`src/design/cct_pkg.sv`:
```
// ----------------------------------------------------------------------------
// cct_pkg
// shared types and token kind codes for the character class tokenizer
// ----------------------------------------------------------------------------
package cct_pkg;

  typedef logic [3:0] kind_t;

  localparam kind_t KIND_LPAREN  = 4'd0;
  localparam kind_t KIND_RPAREN  = 4'd1;
  localparam kind_t KIND_LBRACK  = 4'd2;
  localparam kind_t KIND_RBRACK  = 4'd3;
  localparam kind_t KIND_LBRACE  = 4'd4;
  localparam kind_t KIND_RBRACE  = 4'd5;
  localparam kind_t KIND_COMMA   = 4'd6;
  localparam kind_t KIND_DIGIT   = 4'd7;
  localparam kind_t KIND_SMALL   = 4'd8;
  localparam kind_t KIND_CAPITAL = 4'd9;
  localparam kind_t KIND_SYMBOL  = 4'd10;
  localparam kind_t KIND_NONE    = 4'd15;

  localparam logic [7:0] CH_END        = 8'h00;
  localparam logic [7:0] CH_UNDERSCORE = 8'h5f;

  typedef struct packed {
    logic [7:0] tok_char;
    kind_t      tok_kind;
    logic       tok_first;
    logic       tok_final;
    logic       last;
  } result_t;

  typedef struct packed {
    kind_t      run_kind;
    logic [7:0] held_char;
    logic       held_first;
  } run_state_t;

  typedef struct packed {
    result_t    res_a;
    result_t    res_b;
    logic [1:0] count;
    run_state_t nxt;
  } step_t;

endpackage

```
`src/design/cct_classify.sv`:
```
// ----------------------------------------------------------------------------
// cct_classify
// classifies one byte against the open run and forms up to two result items
// ----------------------------------------------------------------------------
module cct_classify import cct_pkg::*; (
  input  logic [7:0] ch,
  input  run_state_t cur,
  output step_t      step
);

  function automatic logic is_digit(input logic [7:0] c);
    return c inside {["0":"9"]};
  endfunction

  function automatic logic is_lower(input logic [7:0] c);
    return c inside {["a":"z"]};
  endfunction

  function automatic logic is_upper(input logic [7:0] c);
    return c inside {["A":"Z"]};
  endfunction

  function automatic logic is_sym(input logic [7:0] c);
    return c inside {"!", "$", "%", "&", "-", "=", "~", "^", "|", "@", "+", ":",
                     "*", "<", ">", "/", "?", "."};
  endfunction

  function automatic kind_t delim_kind(input logic [7:0] c);
    kind_t k;
    case (c)
      "(":     k = KIND_LPAREN;
      ")":     k = KIND_RPAREN;
      "[":     k = KIND_LBRACK;
      "]":     k = KIND_RBRACK;
      "{":     k = KIND_LBRACE;
      "}":     k = KIND_RBRACE;
      ",":     k = KIND_COMMA;
      default: k = KIND_NONE;
    endcase
    return k;
  endfunction

  function automatic kind_t start_kind(input logic [7:0] c);
    kind_t k;
    if (is_digit(c)) k = KIND_DIGIT;
    else if (is_lower(c)) k = KIND_SMALL;
    else if (is_upper(c)) k = KIND_CAPITAL;
    else if (is_sym(c)) k = KIND_SYMBOL;
    else k = KIND_NONE;
    return k;
  endfunction

  function automatic logic continues(input kind_t k, input logic [7:0] c);
    logic r;
    case (k)
      KIND_DIGIT:   r = is_digit(c);
      KIND_SMALL:   r = is_lower(c) || is_digit(c) || (c == CH_UNDERSCORE);
      KIND_CAPITAL: r = is_upper(c) || is_lower(c) || is_digit(c);
      KIND_SYMBOL:  r = is_sym(c);
      default:      r = 1'b0;
    endcase
    return r;
  endfunction

  logic    open_run;
  logic    cont;
  logic    ch_live;
  kind_t   dk;
  kind_t   sk;
  logic    delim_hit;
  result_t held_res;
  result_t delim_res;

  always_comb begin
    open_run  = (cur.run_kind != KIND_NONE);
    ch_live   = (ch != CH_END);
    cont      = open_run && ch_live && continues(cur.run_kind, ch);
    dk        = delim_kind(ch);
    sk        = start_kind(ch);
    delim_hit = !cont && ch_live && (dk != KIND_NONE);

    held_res  = '{tok_char: cur.held_char, tok_kind: cur.run_kind,
                  tok_first: cur.held_first, tok_final: !cont, last: 1'b1};
    delim_res = '{tok_char: ch, tok_kind: dk, tok_first: 1'b1,
                  tok_final: 1'b1, last: 1'b1};

    step.count = {1'b0, open_run} + {1'b0, delim_hit};
    step.res_b = delim_res;
    if (open_run) begin
      step.res_a      = held_res;
      step.res_a.last = !delim_hit;
    end else begin
      step.res_a = delim_res;
    end

    // next run state
    if (cont) begin
      step.nxt = '{run_kind: cur.run_kind, held_char: ch, held_first: 1'b0};
    end else if (ch_live && !delim_hit && (sk != KIND_NONE)) begin
      step.nxt = '{run_kind: sk, held_char: ch, held_first: 1'b1};
    end else begin
      step.nxt = '{run_kind: KIND_NONE, held_char: 8'h00, held_first: 1'b0};
    end
  end

endmodule

```
`src/design/char_class_tokenizer_unit.sv`:
```
// ----------------------------------------------------------------------------
// char_class_tokenizer_unit
// longest-match character class tokenizer, one byte in, token characters out
// ----------------------------------------------------------------------------
// channel  dir  payload
// s_axis   in   tdata[7:0] ch
// m_axis   out  tdata tok_char, tok_kind, tok_first, tok_final; tlast last
//
// one byte is taken per cycle while the four-entry result queue has room for
// two items; a byte yields zero, one or two result items, and the output port
// drains one item per cycle while m_axis_tready is high, so bytes giving two
// results throttle the input. results are queued the cycle after their byte.
// rst is synchronous and clears the run state and the queue.
// ----------------------------------------------------------------------------
module char_class_tokenizer_unit import cct_pkg::*; (
  input  logic        clk,
  input  logic        rst,
  input  logic        s_axis_tvalid,
  output logic        s_axis_tready,
  input  logic [7:0]  s_axis_tdata,   // ch
  output logic        m_axis_tvalid,
  input  logic        m_axis_tready,
  output logic [15:0] m_axis_tdata,   // tok_char, tok_kind, tok_first, tok_final, zeros
  output logic        m_axis_tlast    // last
);

  run_state_t run_st;
  step_t      step;
  result_t    queue [4];
  logic [1:0] wr_ptr;
  logic [1:0] rd_ptr;
  logic [2:0] count;
  logic [2:0] count_next;
  logic [1:0] push_n;
  logic       accept;
  logic       pop;
  result_t    head;

  cct_classify u_classify (
    .ch   (s_axis_tdata),
    .cur  (run_st),
    .step (step)
  );

  assign s_axis_tready = (count <= 3'd2);
  assign accept        = s_axis_tvalid && s_axis_tready;
  assign m_axis_tvalid = (count != 3'd0);
  assign pop           = m_axis_tvalid && m_axis_tready;
  assign push_n        = accept ? step.count : 2'd0;
  assign count_next    = count + {1'b0, push_n} - {2'b00, pop};

  assign head          = queue[rd_ptr];
  assign m_axis_tdata  = {2'b00, head.tok_final, head.tok_first, head.tok_kind,
                          head.tok_char};
  assign m_axis_tlast  = head.last;

  always_ff @(posedge clk) begin
    if (rst) begin
      run_st <= '{run_kind: KIND_NONE, held_char: 8'h00, held_first: 1'b0};
      wr_ptr <= 2'd0;
      rd_ptr <= 2'd0;
      count  <= 3'd0;
    end else begin
      if (accept) begin
        run_st <= step.nxt;
      end
      wr_ptr <= wr_ptr + push_n;
      if (pop) begin
        rd_ptr <= rd_ptr + 2'd1;
      end
      count <= count_next;
    end
  end

  always_ff @(posedge clk) begin
    if (push_n != 2'd0) begin
      queue[wr_ptr] <= step.res_a;
    end
    if (push_n == 2'd2) begin
      queue[wr_ptr + 2'd1] <= step.res_b;
    end
  end

`ifndef SYNTHESIS
  a_level_bound : assert property (@(posedge clk) disable iff (rst)
    count <= 3'd4)
    else $error("result queue overflow");

  a_open_run_emits : assert property (@(posedge clk) disable iff (rst)
    accept && (run_st.run_kind != KIND_NONE) |=> m_axis_tvalid)
    else $error("held character not queued");

  a_first_needs_run : assert property (@(posedge clk) disable iff (rst)
    (run_st.run_kind == KIND_NONE) |-> !run_st.held_first)
    else $error("held first flag without open run");
`endif

endmodule
```
`config.mk`:
```
export PLATFORM = sky130hd
export DESIGN_NAME = char_class_tokenizer_unit
export DESIGN_NICKNAME = d
export VERILOG_FILES = /design/src/design/cct_pkg.sv /design/src/design/cct_classify.sv /design/src/design/char_class_tokenizer_unit.sv
export SDC_FILE = /design/constraint.sdc
export NUM_CORES = 1
export LEC_CHECK = 0
export BUFFER_PORTS_ARGS = -buffer_cell sky130_fd_sc_hd__buf_4
export CAP_MARGIN = 20
export CORE_MARGIN = 2
export CORE_UTILIZATION = 30
export CTS_CLUSTER_DIAMETER = 200
export CTS_CLUSTER_SIZE = 24
export DETAILED_ROUTE_END_ITERATION = 10
export MAX_ROUTING_LAYER = met4
export REMOVE_ABC_BUFFERS = 1
export SYNTH_ARGS = -nofsm -noshare
export SYNTH_HDL_FRONTEND = slang
export SYNTH_SLANG_ARGS = --single-unit
```
`constraint.sdc`:
```
create_clock -name clk -period 5.1 [get_ports clk]
set_input_delay 0.51 -clock clk [delete_from_list [all_inputs] [get_ports clk]]
set_output_delay 0.51 -clock clk [all_outputs]
set_load 0.05 [all_outputs]
```
After elaboration in Yosys (flattened, before gate mapping)

Memory sizes are Yosys's and may differ from the RTL's. A register that Yosys moved wholly into a read port is not among the register bits.
Cells that the tools add are included.
Widths: inputs -> output; s select.

Equal/unequal tests: 34
Multiplexer cells: 16
Reduce and logical (&&, ||, !) cells: 22
Add/subtract/negate cells: 6
Shift-type cells: 0
Div/mod/pow operators: 0
Magnitude comparators: 7
Bitwise logic cells: 1
$mul: 0

Operator list:

| cell                | number |
|---|---|
| $eq 8x6->1 const B  | 17 |
| $eq 8x7->1 const B  | 9 |
| $pmux 4 s7          | 1 |
| $reduce_bool 18->1  | 1 |
| $ge 8x7->1 const B  | 2 |
| $le 8x7->1 const B  | 2 |
| $mux 15             | 1 |
| $mux 13             | 1 |
| $eq 4x4->1 const B  | 3 |
| $mux 4              | 3 |
| $ne 4x4->1 const B  | 3 |
| $logic_and 1x1->1   | 11 |
| $mux 9              | 1 |
| $ge 8x6->1 const B  | 1 |
| $le 8x6->1 const B  | 1 |
| $reduce_bool 8->1   | 1 |
| $mux 2              | 3 |
| $add 2x1->2 const B | 2 |
| $eq 4x3->1 const B  | 1 |
| $logic_or 1x1->1    | 4 |
| $mux 1              | 4 |
| $pmux 1 s4          | 1 |
| $add 3x2->3         | 1 |
| $le 3x2->1 const B  | 1 |
| 10 further kinds    | 11 |

Memories: 1
Memory bits (read-only): 0
Bits in registers: 20
Bits in latches: 0
Output and inout bits: 19
Input bits: 12
Bits in writable memories: 60
Logic and storage cells: 93

Memories:

| name  | words | width | read ports | clocked after memory_dff | write ports | line                            | RTL |
|---|---|---|---|---|---|---|---|
| queue | 4     | 15    | 1          | 1                        | 2           | char_class_tokenizer_unit.sv:29 | `result_t queue [4];` |

Logic depth before layout (Yosys ltp)

Gate-level depths: netlist (run 1).

Depth in word-level cells: 14
Gate-level depth with buffers: 16
Mapped depth without buffers: 13

Modules after synthesis

A second synthesis (run 1) with hierarchy kept.

Cell total of the unflattened synthesis: 379
Area total of the unflattened synthesis: 4,754.6 µm²

By module, submodules not included:

| module                    | area each (µm²) | cells an instance | seq. area each (µm²) | instances |
|---|---|---|---|---|
| char_class_tokenizer_unit | 3,951.3         | 265               | 2,242.2              | 1 |
| cct_classify              | 803.3           | 114               | 0.0                  | 1 |

Worst setup path after synthesis (run 1)

OpenSTA, ideal clock, no wires.

Kind: input to register
Start point: in s_axis_tdata[7]
End point: reg count[2]
Slack: 1.684 ns
Data arrival time: 3.289 ns
Stages on the path: 16
Data required time: 4.973 ns
Cells stage by stage: clkbuf_1 > or4b_1 > clkbuf_1 > mux2i_1 > and3_1 > nor3_1 > inv_1 > ha_1 > clkbuf_1 > nand2_1 > ha_1 > inv_1 > ha_1 > fa_1 > xnor2_1 > nor2_1

Longest elaborated chain between the ends: 13
Elaborated cells on any way between the ends: 53
Classes of those cells: 3 x add/sub; 6 x order compare; 27 x eq/ne; 3 x mux; 14 x reduce/logical

Ends and longest elaborated chain:

| item                                             | line                                                       | RTL |
|---|---|---|
| start, declared                                  | char_class_tokenizer_unit.sv:20                            | `input logic [7:0] s_axis_tdata,` |
| $ge 8x7->1, or another cell as far along         | cct_classify.sv:20                                         | `return c inside {["A":"Z"]};` |
| $logic_and 1x1->1 (on tied branches)             | cct_classify.sv:20, cct_classify.sv:12, cct_classify.sv:16 |  |
| $logic_or 1x1->1 (on tied branches) (2 in a row) | cct_classify.sv:58, cct_classify.sv:57                     |  |
| $pmux 1 s4                                       | cct_classify.sv:55                                         | `case (k)` |
| $logic_and 1x1->1                                | cct_classify.sv:77                                         | `cont = open_run && ch_live && continues(cur.run_kind, ch);` |
| $logic_not 1->1                                  | cct_classify.sv:80                                         | `delim_hit = !cont && ch_live && (dk != KIND_NONE);` |
| $logic_and 1x1->1                                | cct_classify.sv:80                                         |  |
| $logic_and 1x1->1 (*)                            | cct_classify.sv:80                                         |  |
| $add 1x1->2 (*)                                  | cct_classify.sv:87                                         | `step.count = {1'b0, open_run} + {1'b0, delim_hit};` |
| $mux 2 (*)                                       | char_class_tokenizer_unit.sv:49                            | `assign push_n = accept ? step.count : 2'd0;` |
| $add 3x2->3 (*)                                  | char_class_tokenizer_unit.sv:50                            | `assign count_next = count + {1'b0, push_n} - {2'b00, pop};` |
| $sub 3x1->3 (*)                                  | char_class_tokenizer_unit.sv:50                            |  |
| end signal, assigned                             | char_class_tokenizer_unit.sv:71                            | `count <= count_next;` |
| end, declared                                    | char_class_tokenizer_unit.sv:32                            | `logic [2:0] count;` |

Mark *: on every way between the ends. The rest lies on a longest branch, timed or not.
A chain may end at the register's enable or synchronous reset.

==> flow_metrics.env, run 1 <==
export IMPL_maxSlewHeadroom=0.433
export IMPL_drv_cap=0
export IMPL_place_gp_congestion=0.900
export IMPL_htree_levels=3
export IMPL_antenna_found_initial=0
export IMPL_critPathLaunchType="input port"
export IMPL_synthAdderAreaFrac=0.0219
export IMPL_grt_remaining_overflow=0
export IMPL_cts_resized=0
export IMPL_synthArstFlopShare=0
export IMPL_holdCritStartpoint="rst"
export IMPL_synth_edff_count=48
export IMPL_synth_simple_gate_area_frac=0.149
export IMPL_yosys_top_cells_area="edfxtp_1 33%, dfxtp_1 16%, a22o_1 7.9%"
export IMPL_wl_um=10800
export IMPL_fmax_ghz=0.265
export IMPL_hpwl_um=7360
export IMPL_cts_buffers_inserted=9
export IMPL_initial_core_util=0.310
export IMPL_syn_inst=397
export IMPL_placed_cell_area_mm2=0.00466
export IMPL_vias_per_cell=5.48
export IMPL_cts_root_buf="clkbuf_16"
export IMPL_grt_pass1_vias=3211
export IMPL_hp_class="input port to flip-flop"
export IMPL_nNetsFinal=427
export IMPL_yosysUniqueCellTypes=61
export IMPL_synth_compound_area_frac=0.202
export IMPL_finalWorstSetupSlack_ns=1.33
export IMPL_vias=3247
export IMPL_final_layout_size_suffix_gt1_frac=0.172
export IMPL_design_area_mm2=0.00499
export IMPL_crit_type="input port to flip-flop"
export IMPL_crit_fanout=14
export IMPL_synth_ff_latch_count=82
export IMPL_min_period_ns=3.77
export IMPL_syn_to_final_growth_pct=14.9
export IMPL_yosys_warnings=0
export IMPL_setup_violations=0
export IMPL_clock_skew_ns=0.00929
export IMPL_dr_pass1_iters=6
export IMPL_track_usage=0.146
export IMPL_ys_seq_area_frac=0.488
export IMPL_core_area_mm2=0.0140
export IMPL_die_h_um=124
export IMPL_outcome="completed"
export IMPL_tightest_slew_ns=0.845
export IMPL_path_clk_slew_ns=0.06
export IMPL_die_x_um=124
export IMPL_numPortBuffers=28
export IMPL_ios=31
export IMPL_cellLeakagePower_nw=1.78
export IMPL_peakVddDrop_uv=226
export IMPL_dieArea_mm2=0.0155
export IMPL_grt_pass1_wl_um=17400
export IMPL_rows=43
export IMPL_ant_nets=0
export IMPL_pre_cts_slack_ns=1.08
export IMPL_yosysTopAreaCellShare=0.332
export IMPL_diodes=0
export IMPL_wire_per_inst_um=18.2
export IMPL_yosys_mux_area_fraction=0.0872
export IMPL_synth_top_family_by_area="compound AO/OA/AOI/OAI gates"
export IMPL_cts_buffer_depth=2
export IMPL_endpoint_kind="flip-flop"
export IMPL_grt_max_degree=24
export IMPL_cts_tree="built"
export IMPL_post_cts_setup_buffers=0
export IMPL_tns_ns=0
export IMPL_final_hold_violation_count=0
export IMPL_yosys_area_share_xor_xnor=0.0121
export IMPL_report_final_slew_viol_count=0
export IMPL_critPathLaunch="s_axis_tdata[4]"
export IMPL_r2r_start="run_st[10]"
export IMPL_crit_arrival_ns=3.98
export IMPL_power_density_mw_per_mm2=453
export IMPL_drc=0
export IMPL_post_route_period_util=0.740
export IMPL_grt_setup_unrepaired="false"
export IMPL_syn_cell_area_mm2=0.00435
export IMPL_ctsHoldBuffers=0
export IMPL_post_synth_cell_area_avg_um2=10.9
export IMPL_ys_flop_type="edfxtp_1"
export IMPL_clk_latency_ns=0.35
export IMPL_worstPathRequired_ns=5.31
export IMPL_yosysTopAreaCell="edfxtp_1"
export IMPL_clock_sinks=82
export IMPL_drtIter0Drc=286
-- cell families after synthesis --
family	after synthesis
buffers and inverters	41
AND/OR/NAND/NOR	124
flip-flops	82
XOR/XNOR	6
AO/OA/AOI/OAI	117
adder cells (fa/ha/maj)	7
other	1
multiplexers	19
-- Yosys cell counts (8+ instances only) --
library cell / count
a22oi_1: 9
mux4_2: 15
edfxtp_1: 48
clkbuf_1: 26
a22o_1: 39
dfxtp_1: 34
o21ai_0: 32
inv_1: 10
nand2_1: 23
nor2_1: 37
nand3_1: 8
nor3_1: 12
-- power by group --
part / switching [mW] / total, mW / internal (mW)
Sequential: 0.0694 / 0.852 / 0.782
Clock: 0.283 / 0.672 / 0.389
Combinational: 0.459 / 0.739 / 0.280
Total: 0.812 / 2.26 / 1.45
-- worst max-delay path, stage by stage --
cell     delay (ns)
buf_4          0.16
or4b_1         0.65
mux2i_1        0.17
and3_1         0.21
nor3_1         0.07
inv_1          0.20
ha_1           0.31
nor2_1         0.07
nor2_1         0.20
nand3_1        0.38
o21ai_1        0.81
a22o_1         0.24
-- area by class of cell --
| type | instances | area [um^2] |
|---|---|---|
| well taps | 180 | 225 |
| repair buffers | 29 | 238 |
| clock inverters | 7 | 83.8 |
| inverters | 11 | 41.3 |
| flip-flops and latches | 82 | 2120 |
| fillers | 1372 | 9050 |
| clock buffers | 9 | 225 |
| multi-input cells | 275 | 2060 |
-- stage by stage --
stage,power [mW],cells,hold slack (ns),util
finish,2.26,593,0.458,0.356
global route,2.37,593,0.474,0.356
CTS,2.26,592,0.454,0.354
detailed placement,1.59,576,0.482,0.332
global placement,1.58,576,0.471,0.332
floorplan,1.37,368,0.452,-
-- routing by layer --
| metal | track usage | wire length, um | vias to the layer above |
|---|---|---|---|
| met3 | 0.0271 | 549 | 18 |
| met2 | 0.229 | 5120 | 96 |
| li1 | - | - | 1540 |
| met5 | - | 0 | - |
| met1 | 0.190 | 4890 | 1593 |
| met4 | 0.0555 | 214 | 0 |
-- flip-flops by register name (all words and copies together) (netlist names), named ones only --
register / count
queue: 60
count: 3
wr_ptr: 2
rd_ptr: 2
run_st: 13
-- cell usage in the layout, fill, tap and decap left out, types with 2 or more instances in the layout --
cell type	instances
nor3_1	12
xnor2_1	4
o21a_1	3
or4_1	2
clkbuf_16	9
o21ai_1	4
and3_1	2
buf_4	28
inv_6	3
nand2_1	23
a32oi_1	2
nand3_1	8
nor2_1	37
nor2b_1	7
a22o_1	39
inv_1	10
o22ai_1	6
xor2_1	2
dfxtp_1	34
nor3b_1	2
mux2i_1	3
a211oi_1	2
a21oi_1	6
a31oi_1	2
o32ai_1	2
mux4_2	15
nand4b_1	3
ha_1	6
nand3b_1	3
and2_1	6
conb_1	2
a22oi_1	9
o21ai_0	32
edfxtp_1	48
nand2b_1	7
-- worst paths after layout --
check	to	slack (ns)	cells after the start
setup / recovery	queue[3][9]	1.33	12
hold / removal	flip-flop	0.46	2
hold reg to reg	queue[0][0]	0.49	2
setup reg to reg	queue[3][9]	1.37	9
No activity file was read; power rests on OpenSTA's default activity.
==> inputs of run 2 (changes only) <==
Clock period 5.1 ns to 3.6 ns, I/O delays scaled along.
==> run 2 against run 1 <==
Register-to-register slack got worse by 0.79 ns. Routed wire length grew 0.32%. Sequential power grew 40%. Cell count grew 3.0%. Flip-flop and latch count is the same. Final area grew 2.2%. Clock power up 26%. Utilization is 0.78 points higher. Highest routed layer unchanged.
==> flow_metrics.env, run 2 (same netlist as run 1, synthesis figures left out) <==
export IMPL_vias_per_cell=5.36
export IMPL_tns_ns=0
export IMPL_routed_top_layer="met4"
export IMPL_wl_um=10800
export IMPL_r2r_start="run_st[10]"
export IMPL_ios=31
export IMPL_report_final_slew_viol_count=0
export IMPL_initial_core_util=0.310
export IMPL_fillCellCount=1353
export IMPL_r2r_end="queue[0][8]"
export IMPL_dpl_cell_count=595
export IMPL_wire_per_inst_um=17.7
export IMPL_drc=0
export IMPL_power_density_mw_per_mm2=609
export IMPL_die_h_um=124
export IMPL_grt_pass1_wl_um=17800
export IMPL_drv_cap=0
export IMPL_dieArea_mm2=0.0155
export IMPL_cts_tree="built"
export IMPL_numPortBuffers=28
export IMPL_setup_violations=0
export IMPL_cellLeakagePower_nw=1.85
export IMPL_r2r_setup_slack_ns=0.58
export IMPL_ctsHoldBuffers=0
export IMPL_pre_cts_slack_ns=0.137
export IMPL_post_cts_setup_buffers=0
export IMPL_crit_fanout=15
export IMPL_diodes=0
export IMPL_track_usage=0.147
export IMPL_met2RoutedLength_um=5310
export IMPL_largest_register_ff_count=60
export IMPL_tightest_slew_ns=0.806
export IMPL_grt_pass1_vias=3356
export IMPL_final_util=0.364
export IMPL_final_hold_violation_count=0
export IMPL_htree_levels=3
export IMPL_cts_buffers_inserted=9
export IMPL_endpoint_kind="flip-flop"
export IMPL_hp_class="input port to flip-flop"
export IMPL_maxSlewHeadroom=0.462
export IMPL_largest_register="queue"
export IMPL_place_gp_congestion=0.889
export IMPL_syn_to_final_growth_pct=17.4
export IMPL_r2r_cells=9
export IMPL_grt_setup_unrepaired="false"
export IMPL_post_route_period_util=0.869
export IMPL_crit_type="input port to flip-flop"
export IMPL_outcome="completed"
export IMPL_ant_nets=0
export IMPL_drtIter0Drc=326
export IMPL_min_period_ns=3.13
export IMPL_vias=3276
export IMPL_fmax_ghz=0.319
export IMPL_nNetsFinal=445
export IMPL_cts_root_buf="clkbuf_16"
export IMPL_hold_end="count[2]"
export IMPL_hpwl_um=7630
export IMPL_critPathLaunchType="input port"
export IMPL_mostFrequentLayoutCells="48 x edfxtp_1, 45 x buf_4, 39 x a22o_1, 37 x nor2_1, 34 x dfxtp_1"
export IMPL_worstPathRequired_ns=3.81
export IMPL_path_clk_slew_ns=0.06
export IMPL_cts_resized=0
export IMPL_final_layout_size_suffix_gt1_frac=0.206
export IMPL_grt_max_degree=24
export IMPL_clock_skew_ns=0.00368
export IMPL_antenna_found_initial=0
export IMPL_dr_pass1_iters=4
export IMPL_finalWorstSetupSlack_ns=0.470
export IMPL_rows=43
export IMPL_layout_commonest_cell="edfxtp_1"
export IMPL_routed_wl_met3_um=488
export IMPL_clock_sinks=82
export IMPL_peakVddDrop_uv=274
export IMPL_met1_length_um=4820
export IMPL_clk_latency_ns=0.34
export IMPL_die_x_um=124
export IMPL_holdCritStartpoint="rst"
export IMPL_core_area_mm2=0.0140
export IMPL_reg_top3="queue: 60 flops, run_st: 13 flops, count: 3 flops"
export IMPL_cts_buffer_depth=2
export IMPL_holdPathStages=2
export IMPL_crit_arrival_ns=3.34
export IMPL_final_cells=611
export IMPL_grt_remaining_overflow=0
-- run 2: cell types whose count changed in the layout (fill, tap and decap cells not counted), sizes merged --
| cell | delta |
|---|---|
| buf | +18 |
| bufinv | -1 |
| clkinv | +1 |
| clkinvlp | +2 |
| inv | -2 |
-- run 2: report_power, final --
group	total (mW)	leakage, nW	switching [mW]	internal [mW]
sequential	1.19	0.696	0.0823	1.11
clock	0.849	0.130	0.377	0.472
combinational	1.07	1.03	0.669	0.400
total	3.11	1.85	1.13	1.98
-- run 2: worst max-delay path, stage by stage --
cell and delay, ns:
buf_4 0.19, or4bb_1 0.55, mux2i_1 0.14, and3_1 0.22, nor3_1 0.07, inv_1 0.22
ha_1 0.31, nor2_1 0.07, nor2_1 0.20, nand2_1 0.12, nor2_1 0.62, a22o_1 0.26
-- run 2: worst max path at each step --
stage | endpoint | startpoint | slack (ns)
2_1_floorplan | count[2] | s_axis_tdata[4] | 0.54
3_3_place_gp | queue[0][13] | s_axis_tdata[7] | 0.26
3_5_place_dp | count[2] | s_axis_tdata[6] | 0.14
4_1_cts | count[2] | s_axis_tdata[6] | 0.53
5_1_grt | count[2] | s_axis_tdata[7] | 0.24
6_report | queue[0][8] | s_axis_tdata[6] | 0.47
-- run 2: layout make-up --
class / count / area (um^2) / area share
flip-flops and latches: 82 / 2120 / 0.416
multi-input cells: 275 / 2060 / 0.403
repair buffers: 47 / 378 / 0.0740
clock buffers: 9 / 225 / 0.0441
well taps: 180 / 225 / 0.0441
clock inverters: 7 / 53.8 / 0.0105
inverters: 11 / 41.3 / 0.00809
-- run 2: routing by layer --
metal / global-route usage / vias to the layer above
met3: 0.0241 / 17
met2: 0.243 / 93
met1: 0.182 / 1588
li1: - / 1578
met5: - / -
met4: 0.0582 / 0
-- run 2: through the flow --
step	hold WS, ns	power, mW	cell area, um^2
after floorplan	0.432	1.94	4220
after global placement	0.463	2.27	4830
after detailed placement	0.471	2.29	4830
after CTS	0.299	3.14	5100
after global routing	0.308	3.26	5100
final	0.305	3.11	5100
==> inputs of run 3 (changes only) <==
Settings changed: CORE_MARGIN 2 to 1.
Clock period 3.6 ns to 3.68 ns, I/O delays scaled along.
==> run 3 against run 2 <==
Sequential power hardly changed. Routed wire length is 4.6% lower. Clock-buffer cell count stayed put. Non-clock buffer count stayed put. First-iteration DRC count is 33% lower. Critical endpoint is now queue[2][10].
==> flow_metrics.env, run 3 (same netlist as run 1, synthesis figures left out) <==
export IMPL_fmax_ghz=0.305
export IMPL_drv_cap=0
export IMPL_ant_nets=0
export IMPL_layout_commonest_cell="edfxtp_1"
export IMPL_die_x_um=122
export IMPL_clock_skew_ns=0.00652
export IMPL_power_density_mw_per_mm2=597
export IMPL_crit_fanout=14
export IMPL_die_h_um=122
export IMPL_hpwl_um=7400
export IMPL_vias_per_cell=5.37
export IMPL_rows=43
export IMPL_hp_class="input port to flip-flop"
export IMPL_grt_max_degree=24
export IMPL_min_period_ns=3.27
export IMPL_worstPathRequired_ns=3.87
export IMPL_mostFrequentLayoutCells="48 x edfxtp_1, 47 x buf_4, 39 x a22o_1, 37 x nor2_1, 34 x dfxtp_1"
export IMPL_endpoint_kind="flip-flop"
export IMPL_htree_levels=3
export IMPL_clk_latency_ns=0.33
export IMPL_grt_remaining_overflow=0
export IMPL_seqCellArea_mm2=0.00212
export IMPL_place_gp_congestion=0.907
export IMPL_dr_pass1_iters=5
export IMPL_fillCellCount=1370
export IMPL_numPortBuffers=28
export IMPL_post_route_period_util=0.890
export IMPL_wl_um=10300
export IMPL_crit_type="input port to flip-flop"
export IMPL_antenna_found_initial=0
export IMPL_vias=3277
export IMPL_setup_violations=0
export IMPL_wire_per_inst_um=16.9
export IMPL_diodes=0
export IMPL_final_layout_size_suffix_gt1_frac=0.202
export IMPL_nNetsFinal=445
export IMPL_outcome="completed"
export IMPL_cts_tree="built"
export IMPL_drtIter0Drc=220
export IMPL_r2r_end="queue[2][10]"
export IMPL_initial_core_util=0.311
export IMPL_post_cts_setup_buffers=0
export IMPL_dieArea_mm2=0.0150
export IMPL_reg_top3="queue: 60 flops, run_st: 13 flops, count: 3 flops"
export IMPL_syn_to_final_growth_pct=17.0
export IMPL_grt_pass1_vias=3274
export IMPL_cts_buffers_inserted=9
export IMPL_critPathLaunchType="input port"
export IMPL_cellLeakagePower_nw=1.85
export IMPL_grt_setup_unrepaired="false"
export IMPL_grt_pass1_wl_um=17000
export IMPL_tightest_slew_ns=0.831
export IMPL_critPathLaunch="s_axis_tdata[4]"
export IMPL_final_util=0.364
export IMPL_tns_ns=0
export IMPL_crit_arrival_ns=3.47
export IMPL_peakVddDrop_uv=339
export IMPL_clock_sinks=82
export IMPL_largest_register="queue"
export IMPL_cts_root_buf="clkbuf_16"
export IMPL_ctsHoldBuffers=0
export IMPL_report_final_slew_viol_count=0
export IMPL_path_clk_slew_ns=0.06
export IMPL_drc=0
export IMPL_r2r_setup_slack_ns=0.48
export IMPL_crit_path_end="queue[2][10]"
export IMPL_r2r_start="run_st[10]"
export IMPL_track_usage=0.153
export IMPL_core_area_mm2=0.0140
export IMPL_largest_register_ff_count=60
export IMPL_r2r_cells=9
export IMPL_multi_input_area_mm2=0.00206
export IMPL_final_hold_violation_count=0
export IMPL_cts_resized=0
export IMPL_cts_buffer_depth=2
export IMPL_maxSlewHeadroom=0.442
export IMPL_ios=31
[run 3: worst min path at each step]
stage | from | endpoint | slack (ns) | cells after the start
detailed placement | queue[2][2] | queue[2][2] | 0.47 | 2
floorplan | rst | count[0] | 0.44 | 1
global placement | queue[0][2] | queue[0][2] | 0.46 | 2
global route | rst | wr_ptr[0] | 0.33 | 2
CTS | rst | wr_ptr[0] | 0.32 | 2
finish | rst | count[0] | 0.33 | 2
[run 3: routing by layer]
metal,wire length [um],up-vias,global-route usage
met2,5030,104,0.252
met1,4570,1570,0.184
met4,216,0,0.0595
met5,0,-,-
li1,-,1586,-
met3,498,17,0.0288
[run 3: layout make-up]
class,instances,area share
clock buffers,9,0.0443
clock inverters,6,0.0116
inverters,11,0.00812
multi-input cells,275,0.405
flip-flops and latches,82,0.417
well taps,180,0.0443
repair buffers,47,0.0694
[run 3: critical path, stage by stage]
cell,delay (ns)
buf_4,0.16
or4b_1,0.58
mux2i_1,0.15
and3_1,0.21
nor3_1,0.07
inv_1,0.23
ha_1,0.32
nor2_1,0.06
nor2_1,0.23
nand2_1,0.19
o21ai_1,0.66
a22o_1,0.23
[run 3: metrics by stage]
step | instance area [um^2] | hold slack (ns) | power [mW] | setup WS [ns] | std cells
6_report | 5080 | 0.326 | 3.04 | 0.406 | 610
5_1_grt | 5080 | 0.332 | 3.20 | 0.202 | 610
4_1_cts | 5080 | 0.322 | 3.07 | 0.441 | 610
3_5_place_dp | 4800 | 0.472 | 2.22 | 0.110 | 595
3_3_place_gp | 4800 | 0.464 | 2.21 | 0.213 | 595
2_1_floorplan | 4220 | 0.440 | 1.90 | 0.617 | 368
[run 3: power breakdown]
group / internal [mW] / switching [mW]
logic: 0.382 / 0.643
registers: 1.08 / 0.0814
clock network: 0.516 / 0.330
total: 1.98 / 1.05
